--- src/rtl/rcn_pkg.sv ---
`timescale 1ns / 1ps
// ----------------------------------------------------------------------------
// rcn_pkg: shared types and constants of the chromaticity normaliser
// Widths of the pixel fields, the divider operands and the stage record.
// ----------------------------------------------------------------------------
package rcn_pkg;

	localparam int unsigned CHAN_W         = 8;
	localparam int unsigned LUM_W          = 10;
	localparam int unsigned NUM_W          = 17;
	localparam int unsigned DEN_W          = 11;
	localparam int unsigned QUO_W          = 8;
	localparam int unsigned BITS_PER_STAGE = 2;
	localparam int unsigned DIV_STAGES     = QUO_W / BITS_PER_STAGE;
	localparam int unsigned LANES          = 3;
	localparam int unsigned SCALE          = 510;
	localparam int unsigned CMP_W          = DEN_W + QUO_W - 1;
	localparam int unsigned ADDR_W         = 3;

	localparam logic REG_LUM_THR = 1'b0;

	typedef struct packed {
		logic [LANES-1:0][NUM_W-1:0] rem;
		logic [LANES-1:0][QUO_W-1:0] quo;
		logic [DEN_W-1:0]            den;
	} rcn_div_t;

endpackage

--- src/rtl/rcn_cfg.sv ---
`timescale 1ns / 1ps
// ----------------------------------------------------------------------------
// rcn_cfg: register port
// Holds the luminance threshold, written and read over the APB port.
// ----------------------------------------------------------------------------
module rcn_cfg
	import rcn_pkg::*;
(
	input  logic              clk,
	input  logic              arst_n,
	input  logic              psel,
	input  logic              penable,
	input  logic              pwrite,
	input  logic [ADDR_W-1:0] paddr,
	input  logic [31:0]       pwdata,
	output logic [31:0]       prdata,
	output logic              pready,
	output logic [LUM_W-1:0]  lum_thr
);

	logic [LUM_W-1:0] lum_thr_q;

	assign pready  = 1'b1;
	assign lum_thr = lum_thr_q;

	always_ff @(posedge clk or negedge arst_n) begin
		if (!arst_n) begin
			lum_thr_q <= '0;
		end else if (psel && penable && pwrite && pready && paddr[2] == REG_LUM_THR) begin
			lum_thr_q <= pwdata[LUM_W-1:0];
		end
	end

	always_comb begin
		prdata = '0;
		if (paddr[2] == REG_LUM_THR) begin
			prdata = {{(32-LUM_W){1'b0}}, lum_thr_q};
		end
	end

endmodule

--- src/rtl/rcn_front.sv ---
`timescale 1ns / 1ps
// ----------------------------------------------------------------------------
// rcn_front: first pipeline stage
// Sums the channels, applies the threshold and forms the three dividends.
// ----------------------------------------------------------------------------
module rcn_front
	import rcn_pkg::*;
(
	input  logic                         clk,
	input  logic                         arst_n,
	input  logic                         en,
	input  logic                         in_valid,
	input  logic [LANES-1:0][CHAN_W-1:0] chan,
	input  logic [LUM_W-1:0]             lum_thr,
	output logic                         out_valid,
	output rcn_div_t                     out_data
);

	logic             v_s1;
	rcn_div_t         d_s1;
	logic [LUM_W-1:0] lum;
	logic             pass;
	rcn_div_t         nxt;

	always_comb begin
		lum = LUM_W'(chan[0]) + LUM_W'(chan[1]) + LUM_W'(chan[2]);
		pass = lum > lum_thr;
		nxt.quo = '0;
		nxt.den = pass ? {lum, 1'b0} : DEN_W'(1);
		for (int i = 0; i < LANES; i++) begin
			nxt.rem[i] = pass ? NUM_W'(SCALE) * NUM_W'(chan[i]) + NUM_W'(lum) : '0;
		end
	end

	always_ff @(posedge clk or negedge arst_n) begin
		if (!arst_n) begin
			v_s1 <= 1'b0;
		end else if (en) begin
			v_s1 <= in_valid;
		end
	end

	always_ff @(posedge clk) begin
		if (en) begin
			d_s1 <= nxt;
		end
	end

	assign out_valid = v_s1;
	assign out_data  = d_s1;

endmodule

--- src/rtl/rcn_div_stage.sv ---
`timescale 1ns / 1ps
// ----------------------------------------------------------------------------
// rcn_div_stage: one divider stage
// Restoring division over two quotient bits for all three channels.
// ----------------------------------------------------------------------------
module rcn_div_stage
	import rcn_pkg::*;
#(
	parameter int unsigned HI_BIT = QUO_W - 1
) (
	input  logic     clk,
	input  logic     arst_n,
	input  logic     en,
	input  logic     in_valid,
	input  rcn_div_t in_data,
	output logic     out_valid,
	output rcn_div_t out_data
);

	logic             v_s;
	rcn_div_t         d_s;
	rcn_div_t         nxt;
	logic [CMP_W-1:0] r_w;
	logic [CMP_W-1:0] dsh;

	always_comb begin
		nxt = in_data;
		r_w = '0;
		dsh = '0;
		for (int l = 0; l < LANES; l++) begin
			for (int j = 0; j < BITS_PER_STAGE; j++) begin
				r_w = CMP_W'(nxt.rem[l]);
				dsh = CMP_W'(in_data.den) << (HI_BIT - j);
				if (r_w >= dsh) begin
					r_w = r_w - dsh;
					nxt.quo[l][HI_BIT - j] = 1'b1;
				end
				nxt.rem[l] = r_w[NUM_W-1:0];
			end
		end
	end

	always_ff @(posedge clk or negedge arst_n) begin
		if (!arst_n) begin
			v_s <= 1'b0;
		end else if (en) begin
			v_s <= in_valid;
		end
	end

	always_ff @(posedge clk) begin
		if (en) begin
			d_s <= nxt;
		end
	end

	assign out_valid = v_s;
	assign out_data  = d_s;

endmodule

--- src/rtl/rgb_chromaticity_normalizer_unit.sv ---
`timescale 1ns / 1ps
// ----------------------------------------------------------------------------
// rgb_chromaticity_normalizer_unit: normalised RGB chromaticity
// Scales each channel of a pixel to 255 times its share of the channel sum.
// ----------------------------------------------------------------------------
// One pixel word is taken per clock while the output word is not held, and it
// passes through one stage that forms the channel sum and the dividends, then
// four divider stages that resolve two quotient bits each. The whole pipeline
// stalls only while the output word waits. A pixel whose channel sum does not
// exceed the threshold register comes out black.
module rgb_chromaticity_normalizer_unit
	import rcn_pkg::*;
(
	input  logic              clk,
	input  logic              arst_n,
	input  logic              s_tvalid,
	output logic              s_tready,
	input  logic [23:0]       s_tdata,  // chan_a, chan_b, chan_c
	output logic              m_tvalid,
	input  logic              m_tready,
	output logic [23:0]       m_tdata,  // norm_a, norm_b, norm_c
	input  logic              psel,
	input  logic              penable,
	input  logic              pwrite,
	input  logic [ADDR_W-1:0] paddr,
	input  logic [31:0]       pwdata,
	output logic [31:0]       prdata,
	output logic              pready
);

	logic                         advance;
	logic [LUM_W-1:0]             lum_thr;
	logic [LANES-1:0][CHAN_W-1:0] chan;
	logic                         stg_valid [DIV_STAGES+1];
	rcn_div_t                     stg_data  [DIV_STAGES+1];
	rcn_div_t                     last;

	assign advance  = !m_tvalid || m_tready;
	assign s_tready = advance;
	assign chan     = s_tdata;

	rcn_cfg u_cfg (
		.clk     (clk),
		.arst_n  (arst_n),
		.psel    (psel),
		.penable (penable),
		.pwrite  (pwrite),
		.paddr   (paddr),
		.pwdata  (pwdata),
		.prdata  (prdata),
		.pready  (pready),
		.lum_thr (lum_thr)
	);

	rcn_front u_front (
		.clk       (clk),
		.arst_n    (arst_n),
		.en        (advance),
		.in_valid  (s_tvalid),
		.chan      (chan),
		.lum_thr   (lum_thr),
		.out_valid (stg_valid[0]),
		.out_data  (stg_data[0])
	);

	for (genvar k = 0; k < DIV_STAGES; k++) begin : g_div
		rcn_div_stage #(
			.HI_BIT (QUO_W - 1 - BITS_PER_STAGE * k)
		) u_div (
			.clk       (clk),
			.arst_n    (arst_n),
			.en        (advance),
			.in_valid  (stg_valid[k]),
			.in_data   (stg_data[k]),
			.out_valid (stg_valid[k+1]),
			.out_data  (stg_data[k+1])
		);
	end

	assign last     = stg_data[DIV_STAGES];
	assign m_tvalid = stg_valid[DIV_STAGES];
	assign m_tdata  = last.quo;

	// The quotient is complete only if every remainder ends below the divisor.
	assert property (@(posedge clk) disable iff (!arst_n)
		m_tvalid |-> (last.den != '0))
	else $error("divisor reached the output as zero");

	assert property (@(posedge clk) disable iff (!arst_n)
		m_tvalid |-> (NUM_W'(last.rem[0]) < NUM_W'(last.den)) &&
			(NUM_W'(last.rem[1]) < NUM_W'(last.den)) &&
			(NUM_W'(last.rem[2]) < NUM_W'(last.den)))
	else $error("division remainder not below divisor");

	// Shares sum to 255; rounding each half up can add at most one.
	assert property (@(posedge clk) disable iff (!arst_n)
		m_tvalid |-> (LUM_W'(m_tdata[7:0]) + LUM_W'(m_tdata[15:8]) +
			LUM_W'(m_tdata[23:16]) <= LUM_W'(256)))
	else $error("normalised channels sum above bound");

	assert property (@(posedge clk) disable iff (!arst_n)
		(psel && penable && pwrite && paddr[2] == REG_LUM_THR) |=>
			(lum_thr == $past(pwdata[LUM_W-1:0])))
	else $error("threshold write not taken");

endmodule

--- config.mk ---
export PLATFORM = sky130hd
export DESIGN_NAME = rgb_chromaticity_normalizer_unit
export DESIGN_NICKNAME = d
export VERILOG_FILES = /design/src/rtl/rcn_pkg.sv /design/src/rtl/rcn_cfg.sv /design/src/rtl/rcn_front.sv /design/src/rtl/rcn_div_stage.sv /design/src/rtl/rgb_chromaticity_normalizer_unit.sv
export SDC_FILE = /design/constraint.sdc
export NUM_CORES = 1
export LEC_CHECK = 0
export BUFFER_PORTS_ARGS = -buffer_cell sky130_fd_sc_hd__buf_2
export CAP_MARGIN = 20
export CORE_ASPECT_RATIO = 0.5
export CORE_MARGIN = 4
export CORE_UTILIZATION = 45
export CTS_BUF_LIST = sky130_fd_sc_hd__clkbuf_16
export CTS_CLUSTER_SIZE = 40
export DETAILED_ROUTE_END_ITERATION = 6
export PLACE_DENSITY = 0.72
export SYNTH_ARGS = -nofsm -noshare
export SYNTH_HDL_FRONTEND = slang
export SYNTH_HIERARCHICAL = 1
export SYNTH_SLANG_ARGS = --single-unit
export TNS_END_PERCENT = 20
--- constraint.sdc ---
create_clock -name clk -period 30.2 [get_ports clk]
set_clock_uncertainty 0.2 [all_clocks]
set_input_delay 0 -clock clk [delete_from_list [all_inputs] [get_ports clk]]
set_output_delay 0 -clock clk [all_outputs]
set_load 0.005 [all_outputs]
==> results.txt <==
* Routed vias: ~26000
- On the worst path, the slowest cell contributes a delay of roughly 0.83 ns.
- The largest individual stage delay along the critical path comes from the cell sky130_fd_sc_hd__nor3_2.
- # DRC: 0
- The floorplan step defined a die boundary enclosing 0.0808 mm².
- Quantity of I/O buffers inserted on ports: 77
- Start of the worst register-to-register path: g_div[1].u_div/out_data[0]
- Top routing layer used: met4
* Instance count along the most critical hold path: 2
- Synth warnings: 6
* Share of final-layout standard cells stronger than drive strength 1: 0.101
* Gate count after technology mapping: between 3000 and 4000
- Maximum number of pins on one net before global-route repair: 84
- Reg2Reg Capture Point: g_div[2].u_div/out_data[74]
- RSZ-0062 raised after global routing: no
* Total number of placement rows: 71
* TritonCTS clock tree: done
- Dividing the detail-routed wire length by the instance count gives 17.5 µm.
- Worst slack at placement: 23.68 ns
* Reg area: 0.0106 mm²
* Total I/O pin count: 125
- The floorplan step defined a core boundary enclosing 0.0752 mm².
* Startpoint of the worst setup timing path: g_div[1].u_div/out_data[0]
* Starting utilization of the core area: 0.455
* Number of resized instances in the post-cts repair step: 0
* Largest fanout on the critical path: 12
- The HPWL after detailed placement is approximately 64 mm.
- DR iter-0 viols: 1819
* Final worst-path setup slack: roughly 24 ns
- The count of nets left with antenna violations once routing finished came out at 0.
* Mean Syn Cell Area: approximately 9.9 µm²
- Cell family with most CP delay: compound AO/OA/AOI/OAI gates
- Wire length on met2: about 37 mm
- Post-placement cell count: 4502
- Cell-by-cell trace of the critical path: ha_1 -> inv_1 -> fa_1 -> a21oi_1 -> o221a_2 -> a2bb2oi_1 -> nand2b_1 -> o21ai_0 -> inv_1 -> ha_1 -> nor2b_1 -> o31a_1 -> o31ai_1 -> a21boi_0 -> o31a_1 -> or2_1 -> nor3_2 -> mux2_2
- Hold Startpoint: m_tready
- The number of buffers and inverters on the critical path is 2.
* Max transition margin: 0.312
- Insertion delay of the later-clocked pin in the worst-skew pair: between 0.5 and 0.6 ns
* Max Transition Viols Final: 0
- Metal1 wirelength: 37.6 mm
* Depth of the CTS H-tree: 2
- Filler Cells Inserted: 6818
- After routing, the total negative slack on setup checks comes to 0 ns.
- Transition time of the tightest slew-check pin: 1.03 ns
- Die Y-Extent: approximately 200 µm
* Result of the run: finished clean
- Data on the critical path arrives at its endpoint at around 6.7 ns.
- In this run the cell area of the synthesized design comes to roughly 0.034 mm².
- Drt pass-1 iters: 6
* Detailed route wirelength on metal3: 3.80 mm
- Filler-free cell count of the finished design: around 4600
* Aggregate routed wire length: 80.8 mm
* Highest clock rate: 0.153 GHz
- Dividing the final minimum period by the clock period gives 0.217.
* Area occupied by multi-input gates: around 0.022 mm²
- Crit path launch type: flip-flop
* Wire length of the first global-routing pass: 130 mm
- Counting buffers and inverters, the worst setup path is 18 cells deep.
- For flop-to-flop paths, the worst setup slack is 23.65 ns.
* HP Class: in -> reg
- By startpoint and endpoint, the worst setup path is classified as reg -> reg.
- The total count of hold-check failures in the final report came to 0.
* Global routing usage summed across all routing layers: 0.197
* Floorplan die width: 398 µm
- The congestion estimate from routability-driven global placement came to 0.913.
- The initial antenna violation count was 0.
* Required time reported for the critical path endpoint: 30.30 ns
- TritonCTS created 40 clock buffers.
- Summed over all layers, the global routing overflow is 0.
* Growth of design area from synthesis to finish: 8.45%
* Total clock sinks: 356
- Via count of the first global-routing pass: 24718
- Clock-pin slew was measured on the worst setup and hold paths at 0.06 ns.
- Crit path time final: 6.55 ns
- CTS placed an instance of sky130_fd_sc_hd__clkbuf_16 at the clock tree root.
- 0 antenna diodes ended up in the layout.
- Post-layout nets: 4140
- Endpoint class of the critical path: flip-flop
- Max-cap viol count: 0
- Worst r2r path cells: 18
- For hold timing, the worst endpoint is g_div[3].u_div/out_data[18].
* Number of endpoints failing setup at the final stage: 0
* Max Buffers Root-to-Sink: 3
- Post-detailed-route via-to-cell ratio: around 5.6
==> metrics by stage <==
stage | util | hold WS [ns] | area (µm²)
after floorplan | - | -0.496 | 34400
after global placement | 0.472 | -0.288 | 35500
after CTS | 0.494 | 0.0854 | 37100
final | 0.494 | 0.0978 | 37100
after detailed placement | 0.472 | -0.277 | 35500
after global routing | 0.494 | 0.151 | 37100
==> routing by layer <==
metal	GRT usage	vias to the layer above
met5	0	-
met4	0.0695	0
met3	0.0208	142
met2	0.327	653
met1	0.268	12097
li1	-	12795
==> worst max path at each step <==
stage / endpoint / slack (ns)
6_report: g_div[2].u_div/out_data[74] / 23.65
4_1_cts: g_div[2].u_div/out_data[81] / 23.65
2_1_floorplan: g_div[0].u_div/out_valid / 20.40
3_5_place_dp: g_div[2].u_div/out_data[74] / 23.68
3_3_place_gp: g_div[2].u_div/out_data[73] / 23.74
5_1_grt: g_div[2].u_div/out_data[81] / 23.12
==> cells in the final DEF (no fill, tap or decap), types with 18 or more instances in the layout <==
master and instances:
sky130_fd_sc_hd__nand4_1 40, sky130_fd_sc_hd__or3_1 26, sky130_fd_sc_hd__a31oi_1 18, sky130_fd_sc_hd__nor2_1 264, sky130_fd_sc_hd__nor4_1 18, sky130_fd_sc_hd__o21bai_1 30, sky130_fd_sc_hd__a21o_1 103, sky130_fd_sc_hd__o21a_1 66
sky130_fd_sc_hd__mux2i_1 32, sky130_fd_sc_hd__a211oi_1 30, sky130_fd_sc_hd__or2_2 18, sky130_fd_sc_hd__nor2b_1 59, sky130_fd_sc_hd__nand2b_1 45, sky130_fd_sc_hd__dlygate4sd3_1 36, sky130_fd_sc_hd__inv_1 329, sky130_fd_sc_hd__nand3_1 54
sky130_fd_sc_hd__conb_1 47, sky130_fd_sc_hd__fa_1 99, sky130_fd_sc_hd__edfxtp_1 341, sky130_fd_sc_hd__xnor2_1 153, sky130_fd_sc_hd__and3_1 31, sky130_fd_sc_hd__xor2_1 77, sky130_fd_sc_hd__a21oi_1 247, sky130_fd_sc_hd__mux2_4 32
sky130_fd_sc_hd__nor3_1 59, sky130_fd_sc_hd__o211ai_1 31, sky130_fd_sc_hd__o21ai_0 127, sky130_fd_sc_hd__clkbuf_16 42, sky130_fd_sc_hd__nand2_1 166, sky130_fd_sc_hd__buf_2 77, sky130_fd_sc_hd__o31a_1 24, sky130_fd_sc_hd__ha_1 416
sky130_fd_sc_hd__mux2_2 83, sky130_fd_sc_hd__o31ai_1 23
==> sequential cells by signal, indices dropped and copies added, names as in the netlist <==
register,count
g_div.u_div/out_valid,4
g_div.u_div/out_data,282
u_cfg/lum_thr,10
u_front/out_valid,1
u_front/out_data,59
==> cell type report <==
type / instances / share of cell area
Clock buffer: 42 / 0.0283
Clock inverter: 29 / 0.00515
Inverter: 324 / 0.0327
Multi-Input combinational cell: 2708 / 0.590
Sequential cell: 356 / 0.286
Tap cell: 1022 / 0.0344
Timing Repair Buffer: 129 / 0.0233
==> timing repair <==
item,CTS,global route
setup buffers,0,0
hold endpoints to repair,30,0
hold buffers,36,0
Power is not shown: default switching activity piles up to over one toggle a cycle in this logic, so the estimate is an artifact.
